## src/rtl/hsk_pkg.sv

```systemverilog
package hsk_pkg;

  localparam int CODE_W            = 8;
  localparam int SLOT_OUTPUTS      = 6;
  localparam int REPORT_SLOTS_DEF  = 6;
  localparam int PRESSED_DEPTH_DEF = 16;
  localparam int FN_PAIRS_DEF      = 4;
  localparam int FN_PAIRS_MAX      = 4;
  localparam int CFG_W             = 32;
  localparam int ADDR_W            = 3;

  localparam logic [1:0] KIND_ORDINARY = 2'd0;
  localparam logic [1:0] KIND_FN       = 2'd1;
  localparam logic [1:0] KIND_MODIFIER = 2'd2;

  localparam logic [2:0] MOD_SHIFT     = 3'd0;
  localparam logic [2:0] MOD_CTRL      = 3'd1;
  localparam logic [2:0] MOD_ALT       = 3'd2;
  localparam logic [2:0] MOD_GUI       = 3'd3;
  localparam logic [2:0] MOD_RIGHT_ALT = 3'd4;

  localparam logic REG_FN_SOURCE = 1'b0;
  localparam logic REG_FN_TARGET = 1'b1;

  localparam logic [CFG_W-1:0] FN_SOURCE_RESET = 32'd252382478;
  localparam logic [CFG_W-1:0] FN_TARGET_RESET = 32'd1330664786;

  typedef logic [CODE_W-1:0] code_t;
  typedef code_t [SLOT_OUTPUTS-1:0] slot_arr_t;

  typedef struct packed {
    logic [CFG_W-1:0] src;
    logic [CFG_W-1:0] tgt;
  } fn_cfg_t;

  typedef enum logic [2:0] {
    ST_IDLE,
    ST_GATHER,
    ST_FILL,
    ST_CHECK,
    ST_CLEAR,
    ST_EMIT
  } state_t;

  function automatic code_t modifier_mask(input logic [2:0] which);
    code_t m;
    case (which)
      MOD_SHIFT:     m = 8'h02;
      MOD_CTRL:      m = 8'h01;
      MOD_ALT:       m = 8'h04;
      MOD_GUI:       m = 8'h08;
      MOD_RIGHT_ALT: m = 8'h40;
      default:       m = 8'h00;
    endcase
    return m;
  endfunction

endpackage

```

## src/rtl/hid_six_key_report_builder_unit.sv

```systemverilog
// Channel   Handshake            Payload
// in        in_valid/in_ready    key_valid key_kind key_code modifier_which frame_end
// out       out_valid/out_ready  report_slot_0..report_slot_5 modifier_byte
// cfg       APB psel/penable     paddr pwdata prdata (pready tied high)
//
// Words without frame_end are taken back to back while idle. A frame-end word then holds
// in_ready low while the block walks the pressed list twice through the shared
// map-and-compare unit (gather, then check), fills one slot a cycle between the two
// walks, clears the slots left unheld and emits.
// Reset (rst, synchronous) clears slots, count, modifiers and FN flag.
// A report still waiting on out_ready holds emit; in_ready stays low meanwhile.
module hid_six_key_report_builder_unit #(
  parameter int REPORT_SLOTS  = hsk_pkg::REPORT_SLOTS_DEF,
  parameter int PRESSED_DEPTH = hsk_pkg::PRESSED_DEPTH_DEF,
  parameter int FN_PAIRS      = hsk_pkg::FN_PAIRS_DEF
) (
  input  logic                       clk,
  input  logic                       rst,
  input  logic                       in_valid,
  output logic                       in_ready,
  input  logic                       key_valid,
  input  logic [1:0]                 key_kind,
  input  logic [7:0]                 key_code,
  input  logic [2:0]                 modifier_which,
  input  logic                       frame_end,
  output logic                       out_valid,
  input  logic                       out_ready,
  output logic [7:0]                 report_slot_0,
  output logic [7:0]                 report_slot_1,
  output logic [7:0]                 report_slot_2,
  output logic [7:0]                 report_slot_3,
  output logic [7:0]                 report_slot_4,
  output logic [7:0]                 report_slot_5,
  output logic [7:0]                 modifier_byte,
  input  logic                       psel,
  input  logic                       penable,
  input  logic                       pwrite,
  input  logic [hsk_pkg::ADDR_W-1:0] paddr,
  input  logic [hsk_pkg::CFG_W-1:0]  pwdata,
  output logic [hsk_pkg::CFG_W-1:0]  prdata,
  output logic                       pready
);
  import hsk_pkg::*;

  localparam int CW  = $clog2(PRESSED_DEPTH + 1);
  localparam int IW  = (PRESSED_DEPTH > 1) ? $clog2(PRESSED_DEPTH) : 1;
  localparam int SIW = (REPORT_SLOTS > 1) ? $clog2(REPORT_SLOTS) : 1;
  localparam int JW  = $clog2(REPORT_SLOTS + 1);

  fn_cfg_t cfg;

  state_t state, state_next;

  code_t     list_mem [PRESSED_DEPTH];
  code_t     mem_q;
  logic      rd_pend;
  logic [CW-1:0] rd_idx;
  logic [CW-1:0] count;

  slot_arr_t slots;
  code_t     fresh [REPORT_SLOTS];
  logic [JW-1:0]  fresh_cnt;
  logic [JW-1:0]  fill_used;
  logic [SIW-1:0] fill_idx;
  logic [SLOT_OUTPUTS-1:0] held;
  code_t     mod_accum;
  logic      fn_held;

  slot_arr_t out_slots;
  code_t     out_mod;

  code_t mcode;
  logic [SLOT_OUTPUTS-1:0] mhit;

  logic accept, push_key, walk_done, issue, emit;

  hsk_apb_regs u_regs (
    .clk     (clk),
    .rst     (rst),
    .psel    (psel),
    .penable (penable),
    .pwrite  (pwrite),
    .paddr   (paddr),
    .pwdata  (pwdata),
    .prdata  (prdata),
    .pready  (pready),
    .cfg     (cfg)
  );

  hsk_match #(
    .REPORT_SLOTS (REPORT_SLOTS),
    .FN_PAIRS     (FN_PAIRS)
  ) u_match (
    .code_raw  (mem_q),
    .fn_active (fn_held),
    .cfg       (cfg),
    .slots     (slots),
    .code      (mcode),
    .hit       (mhit)
  );

  assign in_ready  = (state == ST_IDLE);
  assign accept    = in_valid & in_ready;
  assign push_key  = accept & key_valid & (key_kind == KIND_ORDINARY) &
                     (key_code != '0) & (count < CW'(PRESSED_DEPTH));
  assign issue     = ((state == ST_GATHER) || (state == ST_CHECK)) && (rd_idx < count);
  assign walk_done = (rd_idx == count) && !rd_pend;
  assign emit      = (state == ST_EMIT) && (!out_valid || out_ready);

  always_ff @(posedge clk) begin
    if (push_key) begin
      list_mem[count[IW-1:0]] <= key_code;
    end
    if (issue) begin
      mem_q <= list_mem[rd_idx[IW-1:0]];
    end
  end

  always_ff @(posedge clk) begin
    if (rst) begin
      state <= ST_IDLE;
    end else begin
      state <= state_next;
    end
  end

  always_comb begin
    state_next = state;
    case (state)
      ST_IDLE: begin
        if (accept && frame_end) state_next = ST_GATHER;
      end
      ST_GATHER: begin
        if (walk_done) state_next = ST_FILL;
      end
      ST_FILL: begin
        if (fill_idx == SIW'(REPORT_SLOTS - 1)) state_next = ST_CHECK;
      end
      ST_CHECK: begin
        if (walk_done) state_next = ST_CLEAR;
      end
      ST_CLEAR: begin
        state_next = ST_EMIT;
      end
      ST_EMIT: begin
        if (emit) state_next = ST_IDLE;
      end
      default: state_next = ST_IDLE;
    endcase
  end

  always_ff @(posedge clk) begin
    if (rst) begin
      count     <= '0;
      slots     <= '0;
      mod_accum <= '0;
      fn_held   <= 1'b0;
      rd_idx    <= '0;
      rd_pend   <= 1'b0;
      fresh_cnt <= '0;
      fill_used <= '0;
      fill_idx  <= '0;
      held      <= '0;
      out_valid <= 1'b0;
    end else begin
      rd_pend <= issue;
      if (issue) begin
        rd_idx <= rd_idx + 1'b1;
      end
      if (out_valid && out_ready && !emit) begin
        out_valid <= 1'b0;
      end
      case (state)
        ST_IDLE: begin
          if (push_key) begin
            count <= count + 1'b1;
          end
          if (accept && key_valid && (key_kind == KIND_FN)) begin
            fn_held <= 1'b1;
          end
          if (accept && key_valid && (key_kind == KIND_MODIFIER)) begin
            mod_accum <= mod_accum | modifier_mask(modifier_which);
          end
          rd_idx    <= '0;
          fresh_cnt <= '0;
        end
        ST_GATHER: begin
          if (rd_pend && (mhit == '0) && (fresh_cnt != JW'(REPORT_SLOTS))) begin
            fresh_cnt <= fresh_cnt + 1'b1;
          end
          fill_idx  <= '0;
          fill_used <= '0;
        end
        ST_FILL: begin
          if ((slots[fill_idx] == '0) && (fill_used < fresh_cnt)) begin
            slots[fill_idx] <= fresh[fill_used[SIW-1:0]];
            fill_used       <= fill_used + 1'b1;
          end
          fill_idx <= fill_idx + 1'b1;
          rd_idx   <= '0;
          held     <= '0;
        end
        ST_CHECK: begin
          if (rd_pend) begin
            held <= held | mhit;
          end
        end
        ST_CLEAR: begin
          for (int k = 0; k < SLOT_OUTPUTS; k++) begin
            if (!held[k]) slots[k] <= '0;
          end
        end
        ST_EMIT: begin
          if (emit) begin
            out_valid <= 1'b1;
            count     <= '0;
            mod_accum <= '0;
            fn_held   <= 1'b0;
          end
        end
        default: ;
      endcase
    end
  end

  // newest unmatched code at the head; only the last REPORT_SLOTS are needed
  always_ff @(posedge clk) begin
    if ((state == ST_GATHER) && rd_pend && (mhit == '0)) begin
      fresh[0] <= mcode;
      for (int k = 1; k < REPORT_SLOTS; k++) begin
        fresh[k] <= fresh[k-1];
      end
    end
  end

  always_ff @(posedge clk) begin
    if (emit) begin
      out_slots <= slots;
      out_mod   <= mod_accum;
    end
  end

  assign report_slot_0 = out_slots[0];
  assign report_slot_1 = out_slots[1];
  assign report_slot_2 = out_slots[2];
  assign report_slot_3 = out_slots[3];
  assign report_slot_4 = out_slots[4];
  assign report_slot_5 = out_slots[5];
  assign modifier_byte = out_mod;

endmodule

```

## src/rtl/hsk_apb_regs.sv

```systemverilog
module hsk_apb_regs (
  input  logic                       clk,
  input  logic                       rst,
  input  logic                       psel,
  input  logic                       penable,
  input  logic                       pwrite,
  input  logic [hsk_pkg::ADDR_W-1:0] paddr,
  input  logic [hsk_pkg::CFG_W-1:0]  pwdata,
  output logic [hsk_pkg::CFG_W-1:0]  prdata,
  output logic                       pready,
  output hsk_pkg::fn_cfg_t           cfg
);
  import hsk_pkg::*;

  logic wr_en;

  assign pready = 1'b1;
  assign wr_en  = psel & penable & pwrite;

  always_ff @(posedge clk) begin
    if (rst) begin
      cfg.src <= FN_SOURCE_RESET;
      cfg.tgt <= FN_TARGET_RESET;
    end else if (wr_en) begin
      if (paddr[2] == REG_FN_SOURCE) begin
        cfg.src <= pwdata;
      end else begin
        cfg.tgt <= pwdata;
      end
    end
  end

  assign prdata = (paddr[2] == REG_FN_SOURCE) ? cfg.src : cfg.tgt;

endmodule

```

## src/rtl/hsk_match.sv

```systemverilog
module hsk_match #(
  parameter int REPORT_SLOTS = hsk_pkg::REPORT_SLOTS_DEF,
  parameter int FN_PAIRS     = hsk_pkg::FN_PAIRS_DEF
) (
  input  hsk_pkg::code_t                    code_raw,
  input  logic                              fn_active,
  input  hsk_pkg::fn_cfg_t                  cfg,
  input  hsk_pkg::slot_arr_t                slots,
  output hsk_pkg::code_t                    code,
  output logic [hsk_pkg::SLOT_OUTPUTS-1:0]  hit
);
  import hsk_pkg::*;

  code_t mapped;

  always_comb begin
    mapped = code_raw;
    for (int i = FN_PAIRS - 1; i >= 0; i--) begin
      if (cfg.src[CODE_W*i +: CODE_W] == code_raw) begin
        mapped = cfg.tgt[CODE_W*i +: CODE_W];
      end
    end
  end

  assign code = fn_active ? mapped : code_raw;

  always_comb begin
    for (int k = 0; k < SLOT_OUTPUTS; k++) begin
      hit[k] = (k < REPORT_SLOTS) && (slots[k] == code);
    end
  end

endmodule

```

## config.mk

```make
export PLATFORM = sky130hd
export DESIGN_NAME = hid_six_key_report_builder_unit
export DESIGN_NICKNAME = d
export VERILOG_FILES = /design/src/rtl/hsk_pkg.sv /design/src/rtl/hid_six_key_report_builder_unit.sv /design/src/rtl/hsk_apb_regs.sv /design/src/rtl/hsk_match.sv
export SDC_FILE = /design/constraint.sdc
export NUM_CORES = 1
export LEC_CHECK = 0
export ABC_CLOCK_PERIOD_IN_PS = 7750
export BUFFER_PORTS_ARGS = -buffer_cell sky130_fd_sc_hd__buf_2
export CORE_MARGIN = 8
export CORE_UTILIZATION = 45
export CTS_CLUSTER_SIZE = 24
export DETAILED_ROUTE_END_ITERATION = 10
export GPL_ROUTABILITY_DRIVEN = 0
export PLACE_DENSITY = 0.62
export SKIP_CTS_REPAIR_TIMING = 1
export SYNTH_ARGS = -nofsm -noshare
export SYNTH_HDL_FRONTEND = slang
export SYNTH_SLANG_ARGS = --single-unit
```

## constraint.sdc

```tcl
create_clock -name clk -period 7.75 [get_ports clk]
set_clock_uncertainty 0.15 [all_clocks]
set_input_delay 1.55 -clock clk [delete_from_list [all_inputs] [get_ports clk]]
set_output_delay 1.55 -clock clk [all_outputs]
set_load 0.1 [all_outputs]
```

=== Yosys cells after proc, flatten, opt, wreduce, memory -nomap -nowiden ===
Memories as Yosys holds them, arrays and structs flattened. A register that Yosys moved wholly into a read port is not among the register bits.
Cells that the tools add are included.

* Register bits after elaboration: 207
* Memory bits (writable): 176
* Input port bits: 57
* Output and inout bits: 91
* Logic and storage cells: 190
* Memories kept: 2

{| class="wikitable"
|+ Memory list
! name !! words !! bits a word !! read ports !! clocked after memory_dff !! wr ports !! line !! RTL
|-
| list_mem || 16 || 8 || 1 || 1 || 1 || hid_six_key_report_builder_unit.sv:54 || <nowiki>code_t list_mem [PRESSED_DEPTH];</nowiki>
|-
| fresh || 6 || 8 || 6 || 1 || 6 || hid_six_key_report_builder_unit.sv:61 || <nowiki>code_t fresh [REPORT_SLOTS];</nowiki>
|}

* $add $sub $neg: 5
* Order comparisons: 5
* Equal/unequal tests: 41
* Muxes and demuxes: 54
* Bitwise gates (word level): 10
* Reductions and logical operators: 47

{| class="wikitable"
|+ Operators by type and width
! operator !! count
|-
| $mux W8 || 18
|-
| $pmux W48 S2 || 1
|-
| $eq A8 B8 Y1 || 10
|-
| $bwmux W48 || 1
|-
| $mux W48 || 1
|-
| $pmux W7 S5 || 1
|-
| $mux W32 || 1
|-
| $mux W3 || 9
|-
| $reduce_and A3 Y1 || 9
|-
| $ne A2 B2 Y1 const B || 13
|-
| $bmux W8 S3 || 1
|-
| $demux W8 S3 || 1
|-
| $pmux W3 S2 || 3
|-
| $pmux W3 S6 || 1
|-
| $pmux W8 S2 || 1
|-
| $logic_and A1 B1 Y1 || 15
|-
| $eq A3 B2 Y1 const B || 4
|-
| $eq A3 B3 Y1 const B || 4
|-
| $pmux W6 S2 || 1
|-
| $add A5 B1 Y5 const B || 2
|-
| $mux W5 || 2
|-
| $pmux W5 S2 || 1
|-
| $reduce_and A2 Y1 || 5
|-
| $reduce_bool A2 Y1 || 5
|-
| 28 further kinds || 52
|}

=== Depth between registers and ports, before layout ===
* Word-level depth: 12
* Mapped depth: 14
* Mapped depth without buffers: 12

=== Modules after synthesis ===
A second synthesis with hierarchy kept.

* Cells, all modules: 1,467
* Area, all modules: 18,137.4 um^2

{| class="wikitable"
|+ Modules (own cells, without submodules)
! module !! instances !! cells an instance !! area each (um^2) !! sequential area each (um^2)
|-
| hid_six_key_report_builder_unit || 1 || 797 || 12,454.4 || 8,858.5
|-
| hsk_apb_regs || 1 || 297 || 3,046.7 || 1,281.2
|-
| hsk_match || 1 || 373 || 2,636.3 || 0.0
|}

=== Worst setup path after synthesis ===
OpenSTA, ideal clock, no wires.

* Path kind: register -> register
* Start: register state[0]
* End: memory list_mem[3][0] (netlist bit) (enable)
* Setup time: 0.383 ns
* Arrival time: 4.589 ns
* Required time: 7.217 ns
* Slack: 2.628 ns
* Cell stages (with the launch flop): 7
* Path buffers: 1
* Clock period less this slack: 5.122 ns
* Cells stage by stage: dfxtp_1 clkbuf_1 nor3_1 nand3_1 nor3_1 nand2_1 nor3_1

* Cells in the longest elaborated chain, start to end: 8

{| class="wikitable"
|+ RTL lines
! element !! line !! RTL
|-
| start: declaration || hid_six_key_report_builder_unit.sv:52 || <nowiki>state_t state, state_next;</nowiki>
|-
| start signal: assignment || hid_six_key_report_builder_unit.sv:123 || <nowiki>state <= state_next;</nowiki>
|-
| $logic_not A3 Y1 || hid_six_key_report_builder_unit.sv:102 || <nowiki>assign in_ready = (state == ST_IDLE);</nowiki>
|-
| via in_ready || hid_six_key_report_builder_unit.sv:20 || <nowiki>output logic in_ready,</nowiki>
|-
| $and A1 B1 Y1 || hid_six_key_report_builder_unit.sv:103 || <nowiki>assign accept = in_valid & in_ready;</nowiki>
|-
| $and A1 B1 Y1 (3 in series) || hid_six_key_report_builder_unit.sv:104 || <nowiki>assign push_key = accept & key_valid & (key_kind == KIND_ORDINARY) &</nowiki>
|-
| $and A1 B1 Y1 || hid_six_key_report_builder_unit.sv:105 || <nowiki>(key_code != '0) & (count < CW'(PRESSED_DEPTH));</nowiki>
|-
| $mux W1 || hid_six_key_report_builder_unit.sv:111 || <nowiki>if (push_key) begin</nowiki>
|-
| $mux W1 (not written as such) || hid_six_key_report_builder_unit.sv:112 || <nowiki>list_mem[count[IW-1:0]] <= key_code;</nowiki>
|-
| end: declaration || hid_six_key_report_builder_unit.sv:54 ||
|}

The timed path passes the listed nets, and every way through them passes these cells.

==> impl_results.md <==
* Outcome: complete, no violations
* Maximum vdd drop at 191 uV
* Vias per cell at 5.82
* Num rows at 73
* Max_cap viols at 0
* Fin. Hold Viols at 0
* Crit Path Max Fanout at 49
* Most frequent cells in the layout: edfxtp_1 (237), nand2_1 (215), dfxtp_1 (149)
* Multi-input logic area at 0.00715 mm^2
* Clk root buf: clkbuf_16
* Met3 GRT Util at 3.82%
* Worst R2R End: fresh[3][3]
* # nets final at 1,752
* Share of cells above drive strength 1 at 19.9%
* Hold WC Path Type: reg -> reg
* Ys async rst share at 0%
* Cell count of the worst reg-to-reg path at 11
* Fin. max-slew vios at 0
* Ports at 148
* R2R Setup Slk at 2.73 ns
* Post-synthesis area per instance at 11.5 um^2
* GRT met2 Usage at 34.2%
* Ys flop type: edfxtp_1
* Min cycle time layout at 5.02 ns
* GRT Max-Usage Layer: met2
* Flops & latches, synth at 388
* Final setup vio count at 0
* Layout area overhead at 14.2%
* Post-synthesis cell area at 0.0178 mm^2
* Synth Warn # at 0
* Die Wd at 215 um
* GR Util met1 at 26.4%
* Dpl hpwl at 33.0 mm
* Worst hold margin at 0.292 ns
* Critical Path AT at 5.07 ns
* CP startpoint: mem_q[6]
* Finished Core Util at 51.6%
* First-pass GRT wire length at 76.0 mm
* WL/cell at 22.1 um
* Gr usage total at 20.8%
* Die ar. at 0.0461 mm^2
* Crit. End Element: flip-flop
* CP required at 7.80 ns
* DR vias at 13,009
* Vias in the first global route at 12,761
* Commonest non-fill, non-tap cell in the layout: edfxtp_1
* Post-synth cell types at 83
* Ant diodes at 0
* Routed WL at 49.4 mm
* Design Power at 4710 uW
* CTS Buf Count at 41
* Post-route DRC at 0
* Leakage power total at 0.00690 uW
* Clock Sinks at 388
* Core Area at 0.0394 mm^2
* Worst Setup Start Kind: flip-flop
* Max transition margin at 28.5%
* CTS tree: done
* First DRT Iteration DRCs at 1,534
* Max Clk Rate at 199 MHz
* Setup TNS Final at 0 ns
* Overflow after GRT at 0
* Post-route ant nets at 0
* Worst setup path end: fresh[3][3]
* Initial antenna violation count at 0
* Worst-skew pair later-pin latency at 0.57 ns
* Tcrit/Tclk final at 64.7%
* Reg area at 0.0101 mm^2
* Initial Utilization at 45.2%
* Synth Instances at 1,552
* RR Startpoint: mem_q[6]
* Number of fill cells in the layout at 3,420
* Critical path type: reg -> reg
* H-tree Lvls at 2
* PortBufs at 141
* Die Y at 215 um
* Clk pin slew, worst setup/hold paths at 0.06 ns
* Pwr dens at 232 mW/mm^2
* RSZ-0062 raised after global routing: no
* CTS max path bufs at 3
* Sequential area share after synthesis at 57.0%
* Worst Max-Slew Pin Slew at 1.07 ns
* Drt pass-1 iters at 7
* Post-synth EDFFs at 237
* Largest net degree at the start of global routing at 82
## sequential cells by signal (all words and copies together), names as in the netlist, 48 cells and up, named ones only
name,cells
fresh,48
list_mem,128
slots,48
u_regs.cfg,64
## where the power goes
part	switching [uW]	internal [uW]
sequential	42.0	2210
clock	805	1150
combinational	382	118
total	1230	3480
## kinds of logic after synthesis
kind of cell	count (synthesis)	synth area share [%]
xor gates and xnor gates	86	4.34
muxes	97	9.08
adders and majority gates	17	1.20
DFF	388	57.0
AOI/OAI and AO/OA	328	12.1
buffers and inverters	121	2.99
other	2	0.0422
and+or+nand+nor	513	13.2
## how the worst min path moves through the flow
stage                       end  cells after the start          from
2_1_floorplan  modifier_byte[0]                      0  mod_accum[0]
3_3_place_gp   modifier_byte[0]                      0  mod_accum[0]
3_5_place_dp   modifier_byte[2]                      0  mod_accum[2]
4_1_cts        modifier_byte[2]                      0  mod_accum[2]
5_1_grt             fresh[5][2]                      0   fresh[4][2]
6_report       modifier_byte[6]                      0  mod_accum[6]
## area by class of cell
cell class	count	share of cell area, %
Clock inverter	23	1.22
Tap cell	525	3.24
Multi-Input combinational cell	1045	35.2
Inverter	37	0.684
Clock buffer	52	5.31
Sequential cell	388	50.0
Timing Repair Buffer	165	4.38
## metal layers
layer | up-vias | share of wire, %
li1 | 5995 | -
met1 | 6280 | 40
met2 | 592 | 49
met3 | 142 | 7.4
met4 | 0 | 4.1
met5 | - | 0
## worst max-delay path, stage by stage, from the launching register on
cell	delay, ns
edfxtp_1	0.98
xnor2_1	0.21
nand4_2	0.25
or2_1	0.46
a311oi_2	0.56
o211ai_1	0.44
o21ai_0	0.30
nor4_1	0.09
a21boi_1	0.23
nand3_1	0.28
nor2_4	0.14
buf_4	0.52
## synth_stat cells (3+ instances only)
cell type,number,area (um^2)
o22ai_1,5,31.3
a221o_1,3,30.0
a21o_1,8,60.1
a211o_1,5,43.8
o22a_1,6,52.6
o2111ai_2,3,45.0
nand3_1,44,220
or2_2,4,25.0
nor3_1,23,115
and2_1,3,18.8
nor4_1,24,150
inv_1,35,131
o21ai_0,83,415
a21oi_1,113,566
mux2i_1,15,150
mux2_2,34,383
o2111ai_1,6,52.6
a22o_1,4,35.0
nand4_1,16,100
nand3b_1,25,188
a311o_1,5,50.1
a31oi_1,13,81.3
a22oi_1,17,128
nand2_1,215,807
clkbuf_1,47,176
xor2_1,39,342
ha_1,17,213
mux4_2,48,1080
dfxtp_1,151,3020
buf_1,18,67.6
nand2b_1,6,37.5
edfxtp_1,237,7120
o221ai_1,3,26.3
o211ai_1,5,37.5
a311oi_1,3,26.3
o41ai_1,4,35.0
and3_1,4,25.0
nor2b_1,7,43.8
a222oi_1,6,60.1
buf_6,3,33.8
nor2_1,126,473
xnor2_1,46,403
o21ai_1,6,30.0
buf_4,14,105
## through the flow
step / std cells / instance area [um^2] / setup WS, ns
floorplan: 1554 / 17800 / 2.63
global placement: 2160 / 19000 / 2.93
detailed placement: 2160 / 19000 / 2.86
CTS: 2235 / 20300 / 2.80
global route: 2235 / 20300 / 2.49
finish: 2235 / 20300 / 2.73
Power figures use the tool's default switching activity.
